$ cat src/json_string_unescape_utf8_top_defines.svh
// Assertion macros used by the top-level RTL file of the JSON string unescaper.
`ifndef JSON_STRING_UNESCAPE_UTF8_TOP_DEFINES_SVH
`define JSON_STRING_UNESCAPE_UTF8_TOP_DEFINES_SVH

`ifndef SYNTHESIS
// Property must hold at every clock edge outside reset.
`define JSU_ASSERT(name, prop) \
  name: assert property (@(posedge clk) disable iff (rst) (prop)) \
    else $error("jsu assertion failed");
// Condition must never be true outside reset.
`define JSU_ASSERT_NEVER(name, cond) \
  name: assert property (@(posedge clk) disable iff (rst) !(cond)) \
    else $error("jsu forbidden condition seen");
`else
`define JSU_ASSERT(name, prop)
`define JSU_ASSERT_NEVER(name, cond)
`endif

`endif

$ cat src/jsu_pkg.sv
// Package: types, constants and helpers of the JSON string unescaper.
`default_nettype none

package jsu_pkg;

  // Capacity register and limits
  localparam int CAP_W = 11;
  localparam logic [CAP_W-1:0] MAX_CAPACITY = 11'd1024;
  localparam logic [CAP_W-1:0] CAP_RESET    = 11'd32;

  // Register index, taken from the word address bit
  localparam logic REG_CAPACITY = 1'b0;

  // Results per request and result queue sizing
  localparam int MAX_RESULTS = 3;
  localparam int NRES_W      = 2;
  localparam int FIFO_DEPTH  = 4;
  localparam int PTR_W       = 2;
  localparam int CNT_W       = 3;

  // Error codes
  localparam logic [2:0] ERR_OK     = 3'd0;
  localparam logic [2:0] ERR_QUOTE  = 3'd1;
  localparam logic [2:0] ERR_ESC    = 3'd2;
  localparam logic [2:0] ERR_UNI    = 3'd3;
  localparam logic [2:0] ERR_LONG   = 3'd4;
  localparam logic [2:0] ERR_UNTERM = 3'd5;

  // Characters
  localparam logic [7:0] CH_NUL    = 8'h00;
  localparam logic [7:0] CH_TAB    = 8'h09;
  localparam logic [7:0] CH_LF     = 8'h0A;
  localparam logic [7:0] CH_CR     = 8'h0D;
  localparam logic [7:0] CH_SPACE  = 8'h20;
  localparam logic [7:0] CH_QUOTE  = 8'h22;
  localparam logic [7:0] CH_SLASH  = 8'h2F;
  localparam logic [7:0] CH_BSLASH = 8'h5C;
  localparam logic [7:0] CH_LOW_N  = 8'h6E;
  localparam logic [7:0] CH_LOW_R  = 8'h72;
  localparam logic [7:0] CH_LOW_T  = 8'h74;
  localparam logic [7:0] CH_LOW_U  = 8'h75;

  // UTF-8 code point limits
  localparam logic [15:0] CP_ONE_LIMIT = 16'h0080;
  localparam logic [15:0] CP_TWO_LIMIT = 16'h0800;

  typedef enum logic [6:0] {
    MODE_IDLE = 7'b0000001,
    MODE_STR  = 7'b0000010,
    MODE_ESC  = 7'b0000100,
    MODE_HEX0 = 7'b0001000,
    MODE_HEX1 = 7'b0010000,
    MODE_HEX2 = 7'b0100000,
    MODE_HEX3 = 7'b1000000
  } mode_t;

  typedef struct packed {
    mode_t            mode;
    logic [11:0]      hex_accum;
    logic [CAP_W-1:0] out_count;
  } state_t;

  typedef struct packed {
    logic [7:0] out_byte;
    logic       has_byte;
    logic       is_last;
    logic [2:0] error_code;
  } res_t;

  typedef struct packed {
    state_t                       nxt;
    logic [NRES_W-1:0]            n;
    res_t [MAX_RESULTS-1:0]       res;
  } step_t;

  // Hex digit decode: {valid, value}
  function automatic logic [4:0] hex_digit(input logic [7:0] c);
    logic [4:0] r;
    r = 5'b0;
    if (c >= 8'h30 && c <= 8'h39) begin
      r = {1'b1, 4'(c - 8'h30)};
    end else if (c >= 8'h61 && c <= 8'h66) begin
      r = {1'b1, 4'(c - 8'h57)};
    end else if (c >= 8'h41 && c <= 8'h46) begin
      r = {1'b1, 4'(c - 8'h37)};
    end
    return r;
  endfunction

endpackage

`default_nettype wire

$ cat src/jsu_step.sv
// Decode step: next state and up to three results for one text byte.
`default_nettype none

module jsu_step (
  input  wire logic [7:0]                 c,
  input  wire jsu_pkg::state_t            st,
  input  wire logic [jsu_pkg::CAP_W-1:0]  cap_eff,
  output jsu_pkg::step_t                  step
);
  import jsu_pkg::*;

  logic [4:0]  dig;
  logic        dig_ok;
  logic [3:0]  d;
  logic        emit;
  logic [NRES_W-1:0] emit_n;
  logic [7:0]  e0, e1, e2;
  logic [15:0] cp;
  logic        fin;
  logic [2:0]  fin_err;
  logic [CAP_W:0] need;

  assign dig    = hex_digit(c);
  assign dig_ok = dig[4];
  assign d      = dig[3:0];
  assign cp     = {st.hex_accum, d};

  always_comb begin
    step     = '0;
    step.nxt = st;
    emit     = 1'b0;
    emit_n   = '0;
    e0       = '0;
    e1       = '0;
    e2       = '0;
    fin      = 1'b0;
    fin_err  = ERR_OK;

    // Classify the byte by mode
    case (st.mode)
      MODE_STR: begin
        if (c == CH_NUL) begin
          fin     = 1'b1;
          fin_err = ERR_UNTERM;
        end else if (c == CH_QUOTE) begin
          step.n                 = NRES_W'(1);
          step.res[0].is_last    = 1'b1;
          step.res[0].error_code = ERR_OK;
          step.nxt.mode          = MODE_IDLE;
        end else if (c == CH_BSLASH) begin
          step.nxt.mode = MODE_ESC;
        end else begin
          emit   = 1'b1;
          emit_n = NRES_W'(1);
          e0     = c;
        end
      end
      MODE_ESC: begin
        case (c)
          CH_NUL: begin
            fin     = 1'b1;
            fin_err = ERR_UNTERM;
          end
          CH_QUOTE, CH_BSLASH, CH_SLASH: begin
            emit   = 1'b1;
            emit_n = NRES_W'(1);
            e0     = c;
          end
          CH_LOW_N: begin
            emit   = 1'b1;
            emit_n = NRES_W'(1);
            e0     = CH_LF;
          end
          CH_LOW_T: begin
            emit   = 1'b1;
            emit_n = NRES_W'(1);
            e0     = CH_TAB;
          end
          CH_LOW_R: begin
            emit   = 1'b1;
            emit_n = NRES_W'(1);
            e0     = CH_CR;
          end
          CH_LOW_U: begin
            step.nxt.hex_accum = '0;
            step.nxt.mode      = MODE_HEX0;
          end
          default: begin
            fin     = 1'b1;
            fin_err = ERR_ESC;
          end
        endcase
      end
      MODE_HEX0, MODE_HEX1, MODE_HEX2: begin
        if (!dig_ok) begin
          fin     = 1'b1;
          fin_err = ERR_UNI;
        end else begin
          step.nxt.hex_accum = {st.hex_accum[7:0], d};
          case (st.mode)
            MODE_HEX0: step.nxt.mode = MODE_HEX1;
            MODE_HEX1: step.nxt.mode = MODE_HEX2;
            default:   step.nxt.mode = MODE_HEX3;
          endcase
        end
      end
      MODE_HEX3: begin
        if (!dig_ok) begin
          fin     = 1'b1;
          fin_err = ERR_UNI;
        end else begin
          // Encode the code point as UTF-8
          step.nxt.hex_accum = '0;
          emit = 1'b1;
          if (cp < CP_ONE_LIMIT) begin
            emit_n = NRES_W'(1);
            e0     = cp[7:0];
          end else if (cp < CP_TWO_LIMIT) begin
            emit_n = NRES_W'(2);
            e0     = {3'b110, cp[10:6]};
            e1     = {2'b10, cp[5:0]};
          end else begin
            emit_n = NRES_W'(3);
            e0     = {4'b1110, cp[15:12]};
            e1     = {2'b10, cp[11:6]};
            e2     = {2'b10, cp[5:0]};
          end
        end
      end
      default: begin
        // Idle, and any stray encoding
        step.nxt.mode = MODE_IDLE;
        if (c inside {CH_SPACE, CH_TAB, CH_LF, CH_CR}) begin
          step.nxt.mode = MODE_IDLE;
        end else if (c == CH_QUOTE) begin
          step.nxt.mode      = MODE_STR;
          step.nxt.out_count = '0;
          step.nxt.hex_accum = '0;
        end else begin
          fin     = 1'b1;
          fin_err = ERR_QUOTE;
        end
      end
    endcase

    // Count the buffer use after this group
    need = {1'b0, st.out_count} + (CAP_W+1)'(emit_n);

    // Push a decoded group if it fits, else end the string
    if (emit) begin
      if (need < {1'b0, cap_eff}) begin
        step.n                 = emit_n;
        step.res[0].out_byte   = e0;
        step.res[0].has_byte   = 1'b1;
        step.res[1].out_byte   = e1;
        step.res[1].has_byte   = 1'b1;
        step.res[2].out_byte   = e2;
        step.res[2].has_byte   = 1'b1;
        step.nxt.out_count     = need[CAP_W-1:0];
        step.nxt.mode          = MODE_STR;
      end else begin
        fin     = 1'b1;
        fin_err = ERR_LONG;
      end
    end

    // Terminate with an error marker
    if (fin) begin
      step.res                = '0;
      step.n                  = NRES_W'(1);
      step.res[0].is_last     = 1'b1;
      step.res[0].error_code  = fin_err;
      step.nxt.mode           = MODE_IDLE;
      step.nxt.hex_accum      = '0;
    end
  end

endmodule

`default_nettype wire

$ cat src/json_string_unescape_utf8_top.sv
// Top level of the JSON string unescaper with UTF-8 encoding of \u escapes.
//
// Input channel: text_byte with in_valid/in_ready, one JSON text byte per request.
// Output channel: out_byte, has_byte, is_last, error_code with out_valid/out_ready;
// each request yields zero to three results (UTF-8 bytes, a closing marker or an
// error marker, is_last set on the marker).
// Config: APB-style port, register capacity at address 0 (reset 32, saturates at
// 1024); the user must see that it is written only while the block is idle;
// the block itself does not enforce this. A request passes the input register,
// then is decoded into a four-entry result queue whose head drives the output.
// Throughput: one request per cycle while each yields at most one result and the
// receiver holds out_ready high; the output drains one queue entry per cycle
// while out_ready is high, a request producing n bytes using n entries. Input is
// taken whenever the queue keeps room for three results.
// Receiver stall: results wait in the queue; input stalls once the queue is
// more than one entry deep.
// Reset: synchronous; parser idle awaiting a quote, queue empty, capacity 32.
`default_nettype none

`include "json_string_unescape_utf8_top_defines.svh"

module json_string_unescape_utf8_top (
  input  wire logic        clk,
  input  wire logic        rst,
  // Text input
  input  wire logic [7:0]  text_byte,
  input  wire logic        in_valid,
  output logic             in_ready,
  // Decoded output
  output logic [7:0]       out_byte,
  output logic             has_byte,
  output logic             is_last,
  output logic [2:0]       error_code,
  output logic             out_valid,
  input  wire logic        out_ready,
  // Configuration
  input  wire logic        psel,
  input  wire logic        penable,
  input  wire logic        pwrite,
  input  wire logic [2:0]  paddr,
  input  wire logic [31:0] pwdata,
  output logic [31:0]      prdata,
  output logic             pready
);
  import jsu_pkg::*;

  logic [CAP_W-1:0] capacity;
  logic [CAP_W-1:0] cap_eff;
  logic             s1_valid;
  logic [7:0]       s1_byte;
  logic             s1_go;
  state_t           st;
  step_t            step;
  res_t             fifo [FIFO_DEPTH];
  logic [PTR_W-1:0] rd_ptr;
  logic [PTR_W-1:0] wr_ptr;
  logic [CNT_W-1:0] count;
  logic [CNT_W-1:0] count_next;
  logic [CNT_W-1:0] after_pop;
  logic             pop;
  logic             room;

  // Configuration register
  assign pready = 1'b1;
  assign prdata = (paddr[2] == REG_CAPACITY) ? {{(32-CAP_W){1'b0}}, capacity} : 32'd0;

  always_ff @(posedge clk) begin
    if (rst) begin
      capacity <= CAP_RESET;
    end else if (psel && penable && pwrite && pready && paddr[2] == REG_CAPACITY) begin
      capacity <= pwdata[CAP_W-1:0];
    end
  end

  assign cap_eff = (capacity > MAX_CAPACITY) ? MAX_CAPACITY : capacity;

  // Queue occupancy and flow control
  assign pop       = out_valid && out_ready;
  assign after_pop = count - CNT_W'(pop);
  assign room      = after_pop <= CNT_W'(FIFO_DEPTH - MAX_RESULTS);
  assign s1_go     = s1_valid && room;
  assign in_ready  = !s1_valid || s1_go;

  // Input register
  always_ff @(posedge clk) begin
    if (rst) begin
      s1_valid <= 1'b0;
    end else if (in_ready) begin
      s1_valid <= in_valid;
    end
  end

  always_ff @(posedge clk) begin
    if (in_ready) begin
      s1_byte <= text_byte;
    end
  end

  // Decode one byte
  jsu_step u_step (
    .c       (s1_byte),
    .st      (st),
    .cap_eff (cap_eff),
    .step    (step)
  );

  // Parser state
  always_ff @(posedge clk) begin
    if (rst) begin
      st.mode      <= MODE_IDLE;
      st.hex_accum <= '0;
      st.out_count <= '0;
    end else if (s1_go) begin
      st <= step.nxt;
    end
  end

  // Result queue storage
  always_ff @(posedge clk) begin
    for (int i = 0; i < MAX_RESULTS; i++) begin
      if (s1_go && NRES_W'(i) < step.n) begin
        fifo[wr_ptr + PTR_W'(i)] <= step.res[i];
      end
    end
  end

  assign count_next = after_pop + (s1_go ? CNT_W'(step.n) : CNT_W'(0));

  // Queue pointers
  always_ff @(posedge clk) begin
    if (rst) begin
      rd_ptr <= '0;
      wr_ptr <= '0;
      count  <= '0;
    end else begin
      count <= count_next;
      if (pop) begin
        rd_ptr <= rd_ptr + PTR_W'(1);
      end
      if (s1_go) begin
        wr_ptr <= wr_ptr + PTR_W'(step.n);
      end
    end
  end

  // Head of queue drives the output
  assign out_valid  = count != '0;
  assign out_byte   = fifo[rd_ptr].out_byte;
  assign has_byte   = fifo[rd_ptr].has_byte;
  assign is_last    = fifo[rd_ptr].is_last;
  assign error_code = fifo[rd_ptr].error_code;

  // Checks
  `JSU_ASSERT_NEVER(a_count_bound, count > CNT_W'(FIFO_DEPTH))
  `JSU_ASSERT(a_last_to_idle, (s1_go && step.res[0].is_last) |=> st.mode == MODE_IDLE)
  `JSU_ASSERT_NEVER(a_out_count_bound, st.out_count >= MAX_CAPACITY)
  `JSU_ASSERT(a_count_hold, (!s1_go && !pop) |=> count == $past(count))

endmodule

`default_nettype wire

$ cat config.mk
export PLATFORM = sky130hd
export DESIGN_NAME = json_string_unescape_utf8_top
export DESIGN_NICKNAME = d
export VERILOG_FILES = /design/src/jsu_pkg.sv /design/src/jsu_step.sv /design/src/json_string_unescape_utf8_top.sv
export VERILOG_INCLUDE_DIRS = /design/src /design/src/src
export SDC_FILE = /design/constraint.sdc
export NUM_CORES = 1
export LEC_CHECK = 0
export ABC_AREA = 1
export BUFFER_PORTS_ARGS = -buffer_cell sky130_fd_sc_hd__buf_2
export CORE_MARGIN = 5
export CORE_UTILIZATION = 50
export CTS_BUF_LIST = sky130_fd_sc_hd__clkbuf_16
export DETAILED_ROUTE_END_ITERATION = 8
export HOLD_SLACK_MARGIN = 0.06
export PLACE_DENSITY = 0.71
export SETUP_SLACK_MARGIN = 0.02
export SYNTH_ARGS = -nofsm -noshare
export SYNTH_HDL_FRONTEND = slang
export SYNTH_SLANG_ARGS = --single-unit
$ cat constraint.sdc
create_clock -name clk -period 6.4 [get_ports clk]
set_clock_uncertainty 0.15 [all_clocks]
set_input_delay 0.64 -clock clk [delete_from_list [all_inputs] [get_ports clk]]
set_output_delay 0.64 -clock clk [all_outputs]
set_load 0.01 [all_outputs]
==> results of run 1 <==
[cells in the final DEF, fill, tap and decap left out, types with 3 or more instances in the layout]
cell type and n:
edfxtp_1 40, nand3_1 38, nand2_4 5, nand2_2 6
nand4_1 27, a31oi_1 8, nor3_1 5, o2111ai_1 3
dfxtp_1 71, clkbuf_16 9, nor2_1 176, nor2_4 11
conb_1 22, a21oi_1 93, buf_2 52, ha_1 21
xnor2_1 4, o22ai_1 10, nand2_1 209, buf_4 10
xor2_1 8, inv_8 3, o21ai_0 94, inv_2 11
nor2_2 4, inv_1 146
[per-stage QoR]
stage                     instances  setup WS (ns)  util [%]
after global placement         1289         0.6104     53.03
final                          1305         0.7027     55.07
after global routing           1305        0.07531     55.07
after detailed placement       1289         0.5910     53.03
after floorplan                1091          1.617         -
after CTS                      1305         0.5555     55.02
[final cells by class]
cell class              instances  area (sq um)
clock inverters                 7         62.56
clock buffers                   9         225.2
inverters                     159         596.8
well taps                     184         230.2
fillers                      1500          6481
flip-flops and latches        111          2623
repair buffers                 62         335.3
multi-input cells             773          3870
[path summary, 6_finish.rpt]
| kind | end | slack, ns |
|---|---|---|
| worst min-delay path | s1_byte[5] | 0.30 |
| worst max-delay path | fifo[2][5] | 0.70 |
| worst min register to register | rd_ptr[1] | 0.33 |
| worst max register to register | fifo[2][5] | 0.70 |
[layer usage]
metal | part of all wire (%) | track usage, % | vias to the layer above | routed length [um]
li1 | - | - | 3536 | -
met5 | 0 | 0 | - | 0
met3 | 4.1 | 2.358 | 20 | 734
met2 | 45 | 33.65 | 161 | 8138
met4 | 1.5 | 6.594 | 0 | 276
met1 | 49 | 30.66 | 3005 | 8798
[registers in the layout (all words and copies together) (netlist names), named ones only]
signal	count
count	3
fifo	52
s1_valid	1
capacity	11
s1_byte	8
st	30
wr_ptr	2
rd_ptr	2
[power groups by stage]
stage | Sequential [mW] | Combinational, mW | Clock, mW
after global routing | 0.989 | 1.15 | 0.595
after CTS | 0.970 | 0.997 | 0.565
after global placement | 0.981 | 0.977 | 0
after detailed placement | 0.986 | 0.992 | 0
after floorplan | 0.957 | 0.760 | 0
final | 0.971 | 0.997 | 0.555
[logic make-up (layout without fill, tap and decap cells)]
| group | count (synthesis) | after routing | share of synthesized area (%) |
|---|---|---|---|
| AOI/OAI and AO/OA | 223 | 223 | 16.31 |
| DFF | 111 | 111 | 35.98 |
| and+or+nand+nor | 493 | 493 | 29.97 |
| other | 2 | 22 | 0.1030 |
| adders and majority gates | 23 | 23 | 4.154 |
| xor gates and xnor gates | 12 | 12 | 1.442 |
| buffers and inverters | 207 | 237 | 12.05 |
==> summary.md, run 1 <==
| Metric | Value |
|---|---|
| Status | `finished clean` |
| CTS Hold Bufs | `0` |
| Slew HR | `about a third` |
| CTS Root Cell | `clkbuf_16` |
| Final setup viols | `0` |
| Slew @ Worst Pin | `slightly below 1 ns` |
| Vias | `around 6.7k` |
| Vias in the first global route | `between 5k and 6k` |
| Crit path max-delay cell type | `edfxtp_1` |
| Worst path arrival time | `between 5 and 6 ns` |
| Hold depth | `1` |
| Design area | `just under 8000 sq um` |
| WS Path Type | `reg -> reg` |
| Ranking of synthesized cells by area | `dfxtp_1 (19%), edfxtp_1 (16%), nand2_1 (11%), nor2_1 (9.1%), inv_1 (7.5%)` |
| Final max-slew violation count | `0` |
| WP depth | `30` |
| Synthesis-stage register bit count | `~110` |
| CP Launch Type | `flip-flop` |
| Clk pwr share | `around 22%` |
| Synthesized area per cell | `6.806 sq um` |
| Yosys cell types | `47` |
| Sw Ratio | `41.72%` |
| Critical hold path startpoint | `text_byte[5]` |
| Initial DRC count | `between 500 and 600` |
| TritonCTS Buffers | `9` |
| CP delay by family, top | `simple AND/OR/NAND/NOR gates` |
| Hpwl dp | `around 14 mm` |
| Initial antenna violation count | `0` |
| Pre-antenna DRT Iters | `5` |
| Count leader, synth | `nand2_1` |
| Worst VDD drop | `~0.16 mV` |
| Power share of the combinational group | `between 30% and 40%` |
| Grt ovf | `0` |
| Fmax | `approximately 180 MHz` |
| Fin crit share | `about nine tenths` |
| Hold_ws | `between 0.3 and 0.4 ns` |
| Post-synth EDFFs | `40` |
| Overall Global Routing Usage | `21.28%` |
| Pwr Density | `317.7 nW/um^2` |
| Leakage power | `roughly 3.8 nW` |
| Fin crit period | `approximately 5.7 ns` |
| Area Overhead vs Synth | `8.960%` |
| Starting Density | `about half` |
| Routability cong. | `just over 0.9` |
| FF-to-FF path depth | `30` |
| Most instantiated cells after synthesis | `nand2_1 (209), nor2_1 (176), inv_1 (146)` |
| Final Hold Fails | `0` |
| Pin count of the biggest net entering global routing | `35` |
| CP Buf/Inv Count | `5` |
| Final #Nets | `roughly 1.2k` |
| Reg clk slew, reported paths | `0.07 ns` |
| Fraction of layout cells with a size suffix above 1 | `11.15%` |
| Ports placed on the boundary | `98` |
| Post-CTS Setup Bufs | `0` |
| # diodes | `0` |
| Gate Count Post-Synth | `about 1.1k` |
| First-pass GRT wire length | `a little under 30 mm` |
| Cell Rows | `44` |
| Ys async rst share | `0%` |
| DRC errors left | `0` |
| Min-delay worst type | `in -> reg` |
| Sink Count | `around 110` |
| Cell taking the most area after synthesis | `dfxtp_1` |
| Max incr delay on CP | `0.50 ns` |
| IO buf count | `52` |
| Power, Total | `about 2.5 mW` |
| Maxcap violations | `0` |
| Internal | `roughly 1.5 mW` |
| Top_reg_cell synth | `dfxtp_1` |
| CP max FO | `10` |
| Routed wire length | `17.95 mm` |
| Required @ worst endpoint | `6.27 ns` |
| CTS tree | `built` |
| Sequential element share of the synthesized area | `~36%` |
| Crit path top cell by count | `nand3_1` |
| FF-to-FF Start | `s1_byte[0]` |
| Yosys warning count | `0` |
| Drt via density | `5.151` |
| Routed WL per cell | `approximately 14 um` |
| Sequential Power Share | `approximately 39%` |
| H-tree Lvls | `3` |
| Share of the synthesized area in the top cell type | `between 10% and 20%` |
| Setup crit end kind | `flip-flop` |
| Post-DRT Antenna Nets | `0` |
| Cts repair resizes | `0` |
| Die X | `around 130 um` |
| Clk_lat worst skew | `between 0.3 and 0.4 ns` |
| Psw | `between 1 and 1.5 mW` |
| Crit path from | `s1_byte[0]` |
| Die ar. | `17090 sq um` |
| RSZ-0062 raised after global routing | `false` |
| Core Box Area | `14420 sq um` |
| Chip height | `between 100 and 150 um` |
| Synthesized area | `roughly 7300 sq um` |
| Area after DPL | `7649 sq um` |
| Clock buffer depth | `2` |
| Total negative setup slack | `0 ns` |
No activity file was read; power rests on OpenSTA's default activity.
==> inputs of run 2 (changes only) <==
- CORE_ASPECT_RATIO: default -> 1.4
- GPL_TIMING_DRIVEN: default -> 0
- PLACE_DENSITY: 0.71 -> 0.7
- SYNTH_HIERARCHICAL: default -> 1
==> run 2 against run 1 <==
Sequential power increased by 4%. Sequential share of layout area decreased by 4.1 points. Cell area increased by 23%. Synthesized area increased by 20%. Synthesized cell count increased by 21%. Setup slack got worse by 0.33 ns. Clock power decreased by 4.9%. Critical path type unchanged. Highest routed layer unchanged. Global-route usage increased by 3.6 points.
==> summary.md, run 2 <==
| Metric | Value |
|---|---|
| Status | `finished clean` |
| Final Non-Filler Cells | `1630 (+25%)` |
| Pin count of the biggest net entering global routing | `19 (-46%)` |
| Multiplexer share of the synthesized area | `0% (unchanged)` |
| Post-synth EDFFs | `60 (+50%)` |
| H-tree Lvls | `3 (unchanged)` |
| TritonCTS Buffers | `9 (unchanged)` |
| Ports placed on the boundary | `98 (unchanged)` |
| Placed insts | `1612 (+25%)` |
| Clk_lat worst skew | `0.36 ns (about the same)` |
| Ys async rst share | `0% (unchanged)` |
| Area Overhead vs Synth | `11.67%` |
| Fraction of layout cells with a size suffix above 1 | `16.36% (+5.2 points)` |
| Maxcap violations | `0 (unchanged)` |
| Adder-cell area share of the yosys netlist | `3.611% (-0.54 points)` |
| Chip height | `166.4 um (+27%)` |
| Count leader, synth | `nand2_1` |
| Sequential element share of the synthesized area | `32.33% (-3.6 points)` |
| Top_reg_cell synth | `edfxtp_1` |
| Routed WL per cell | `15.58 um (+13%)` |
| Reg clk slew, reported paths | `0.08 ns (about the same)` |
| CP delay by family, top | `simple AND/OR/NAND/NOR gates` |
| Synthesis-stage register bit count | `111 (unchanged)` |
| Worst VDD drop | `0.1819 mV (+15%)` |
| Setup crit end kind | `flip-flop` |
| Starting Density | `50.59% (about the same)` |
| WS Path Type | `reg -> reg` |
| Critical hold path startpoint | `text_byte[1]` |
| Largest regs | `fifo: 52 flops, st: 30 flops, capacity: 11 flops` |
| Area after DPL | `9395 sq um (+23%)` |
| Design area | `9749 sq um (+23%)` |
| # diodes | `0 (unchanged)` |
| Die ar. | `20240 sq um (+18%)` |
| Clock buffer depth | `2 (unchanged)` |
| IO buf count | `52 (unchanged)` |
| Pwr Density | `304.7 nW/um^2 (-4.1%)` |
| Grt ovf | `0 (unchanged)` |
| Min-delay worst type | `in -> reg` |
| Drt via density | `5.280 (+2.5%)` |
| Synthesized area per cell | `6.742 sq um (-0.94%)` |
| Leakage power | `4.645 nW (+23%)` |
| FF-to-FF path depth | `34 (+13%)` |
| Worst Hold Path EP | `s1_byte[1]` |
| FF-to-FF Start | `s1_byte[1]` |
| Routability cong. | `0.9477 (+4.5%)` |
| Worst r2r dst | `fifo[3][4]` |
| CTS Root Cell | `clkbuf_16` |
| CP Launch Type | `flip-flop` |
| Final max-slew violation count | `0 (unchanged)` |
| Final #Nets | `1463 (+23%)` |
| Total negative setup slack | `0 ns (unchanged)` |
| Routed wire length | `25.39 mm (+41%)` |
| Fin crit period | `6.028 ns (+0.3304 ns)` |
| Post-synthesis simple-gate area fraction | `40.24% (+10 points)` |
| CTS tree | `built` |
| Main combinational cell family by area after synthesis | `simple AND/OR/NAND/NOR gates` |
| First-pass GRT wire length | `40.29 mm (+38%)` |
| Max reg flops | `52 (unchanged)` |
| Slew HR | `55.13% (+21 points)` |
| Slew @ Worst Pin | `0.6706 ns (-0.3098 ns)` |
| Gate Count Post-Synth | `1295 (+21%)` |
| Vias | `8607 (+28%)` |
| Most frequent cells in the layout | `nand2_1 (309), nor2_1 (193), inv_1 (129), nand3_1 (113), o21ai_0 (72)` |
| Post-Synth XOR/XNOR Area | `0.8025% (-0.64 points)` |
| Initial antenna violation count | `0 (unchanged)` |
| Final setup viols | `0 (unchanged)` |
| CTS Hold Bufs | `0 (unchanged)` |
| Fmax | `165.9 MHz (-5.5%)` |
| Post-synthesis compound-gate area fraction | `9.286% (-7.0 points)` |
| Initial DRC count | `671 (+27%)` |
| Worst path arrival time | `5.92 ns (+0.36 ns)` |
| Crit path top cell by count | `inv_1` |
| Final Hold Fails | `0 (unchanged)` |
| Post-DRT Antenna Nets | `0 (unchanged)` |
| Sink Count | `111 (unchanged)` |
| Reg with most FFs | `fifo` |
| Required @ worst endpoint | `6.29 ns (+0.02 ns)` |
| Hpwl dp | `20.30 mm (+48%)` |
| Vias in the first global route | `8146 (+36%)` |
| Overall Global Routing Usage | `24.83% (+3.6 points)` |
| Ranking of synthesized cells by area | `edfxtp_1 (21%), nand2_1 (13%), dfxtp_1 (12%), nor2_1 (8.3%), nand3_1 (6.7%)` |
| Share of the synthesized area in the top cell type | `20.64% (+1.1 points)` |
| CP Buf/Inv Count | `10 (+5)` |
| Cell Rows | `57 (+30%)` |
| Flop2flop setup slack | `0.37 ns (-0.33 ns)` |
| CP max FO | `13 (+3)` |
| Pre-antenna DRT Iters | `7 (+2)` |
| Hold_ws | `0.3070 ns (+0.006924 ns)` |
| Max incr delay on CP | `0.50 ns (about the same)` |
| Fin crit share | `94.18% (+5.2 points)` |
| Most instantiated cells after synthesis | `nand2_1 (309), nor2_1 (193), inv_1 (128)` |
| Yosys warning count | `6 (+6)` |
| Synthesized area | `8731 sq um (+20%)` |
| Die X | `121.7 um (-6.9%)` |
| Core Box Area | `17260 sq um (+20%)` |
| Hold depth | `1 (unchanged)` |
| Commonest non-fill, non-tap cell in the layout | `nand2_1` |
| Cell taking the most area after synthesis | `edfxtp_1` |
| DRC errors left | `0 (unchanged)` |
| Crit path max-delay cell type | `edfxtp_1` |
| Yosys cell types | `47 (unchanged)` |
## run 2: cell types whose count changed after synthesis, moves of 18 or more
cell      before  now
a21oi_1       93   31
buf_4         23   41
dfxtp_1       71   51
edfxtp_1      40   60
inv_1        146  128
nand2_1      209  309
nand3_1       38  117
nand4_1       27   64
o21ai_0       94   72
o21ai_1        2   23
## run 2: timing repair
item / 4_1_cts / 5_1_grt
gates resized for setup: 4 / 18
buffers inserted: 0 / 2
cloned: 0 / 0
endpoints found under the hold margin: 0 / 0
endpoints found under the setup margin: 52 / 103
## run 2: report_power, final
| part | internal (mW) | total (mW) | switching (mW) |
|---|---|---|---|
| Combinational | 0.469 | 1.43 | 0.964 |
| Sequential | 0.890 | 1.01 | 0.120 |
| Clock | 0.266 | 0.528 | 0.263 |
| Total | 1.62 | 2.97 | 1.35 |
## run 2: worst max-delay path by stage
stage / cells past startpoint / slack (ns) / to / start
floorplan: 31 / 1.17 / fifo[1][0] / s1_byte[0]
global placement: 34 / -0.01 / fifo[3][6] / s1_byte[0]
detailed placement: 34 / -0.02 / fifo[3][6] / s1_byte[0]
CTS: 34 / 0.20 / fifo[3][8] / s1_byte[0]
global route: 34 / -0.02 / fifo[3][8] / s1_byte[1]
finish: 34 / 0.37 / fifo[3][4] / s1_byte[1]
## run 2: cell type report
class,count,area (sq um)
fill,1745,7510
multi-input combinational,970,4885
timing repair buffer,54,275.3
clock inverter,7,48.80
clock buffer,9,225.2
buffer,96,638.1
tap,236,295.3
sequential,111,2823
inverter,147,559.3
## run 2: cells by family after synthesis
kind of cell	Yosys count
compound gates	153
xor+xnor	8
fa+ha+maj	24
buf+inv	243
flops	111
other cells	3
simple gates	753
## run 2: layer usage
| metal | track usage, % | share of wire, % | up-vias |
|---|---|---|---|
| met5 | 0 | 0 | - |
| met4 | 13.07 | 4.6 | 0 |
| met3 | 2.862 | 4.4 | 79 |
| met2 | 46.06 | 53 | 316 |
| met1 | 27.05 | 38 | 3845 |
| li1 | - | - | 4367 |
## run 2: metrics by stage
| stage | power (mW) | utilization, % | setup WS, ns |
|---|---|---|---|
| 2_1_floorplan | 2.041 | - | 1.166 |
| 3_3_place_gp | 2.412 | 54.44 | -0.01284 |
| 3_5_place_dp | 2.431 | 54.44 | -0.01516 |
| 4_1_cts | 2.961 | 56.14 | 0.1975 |
| 5_1_grt | 3.194 | 56.49 | -0.01729 |
| 6_report | 2.970 | 56.49 | 0.3723 |
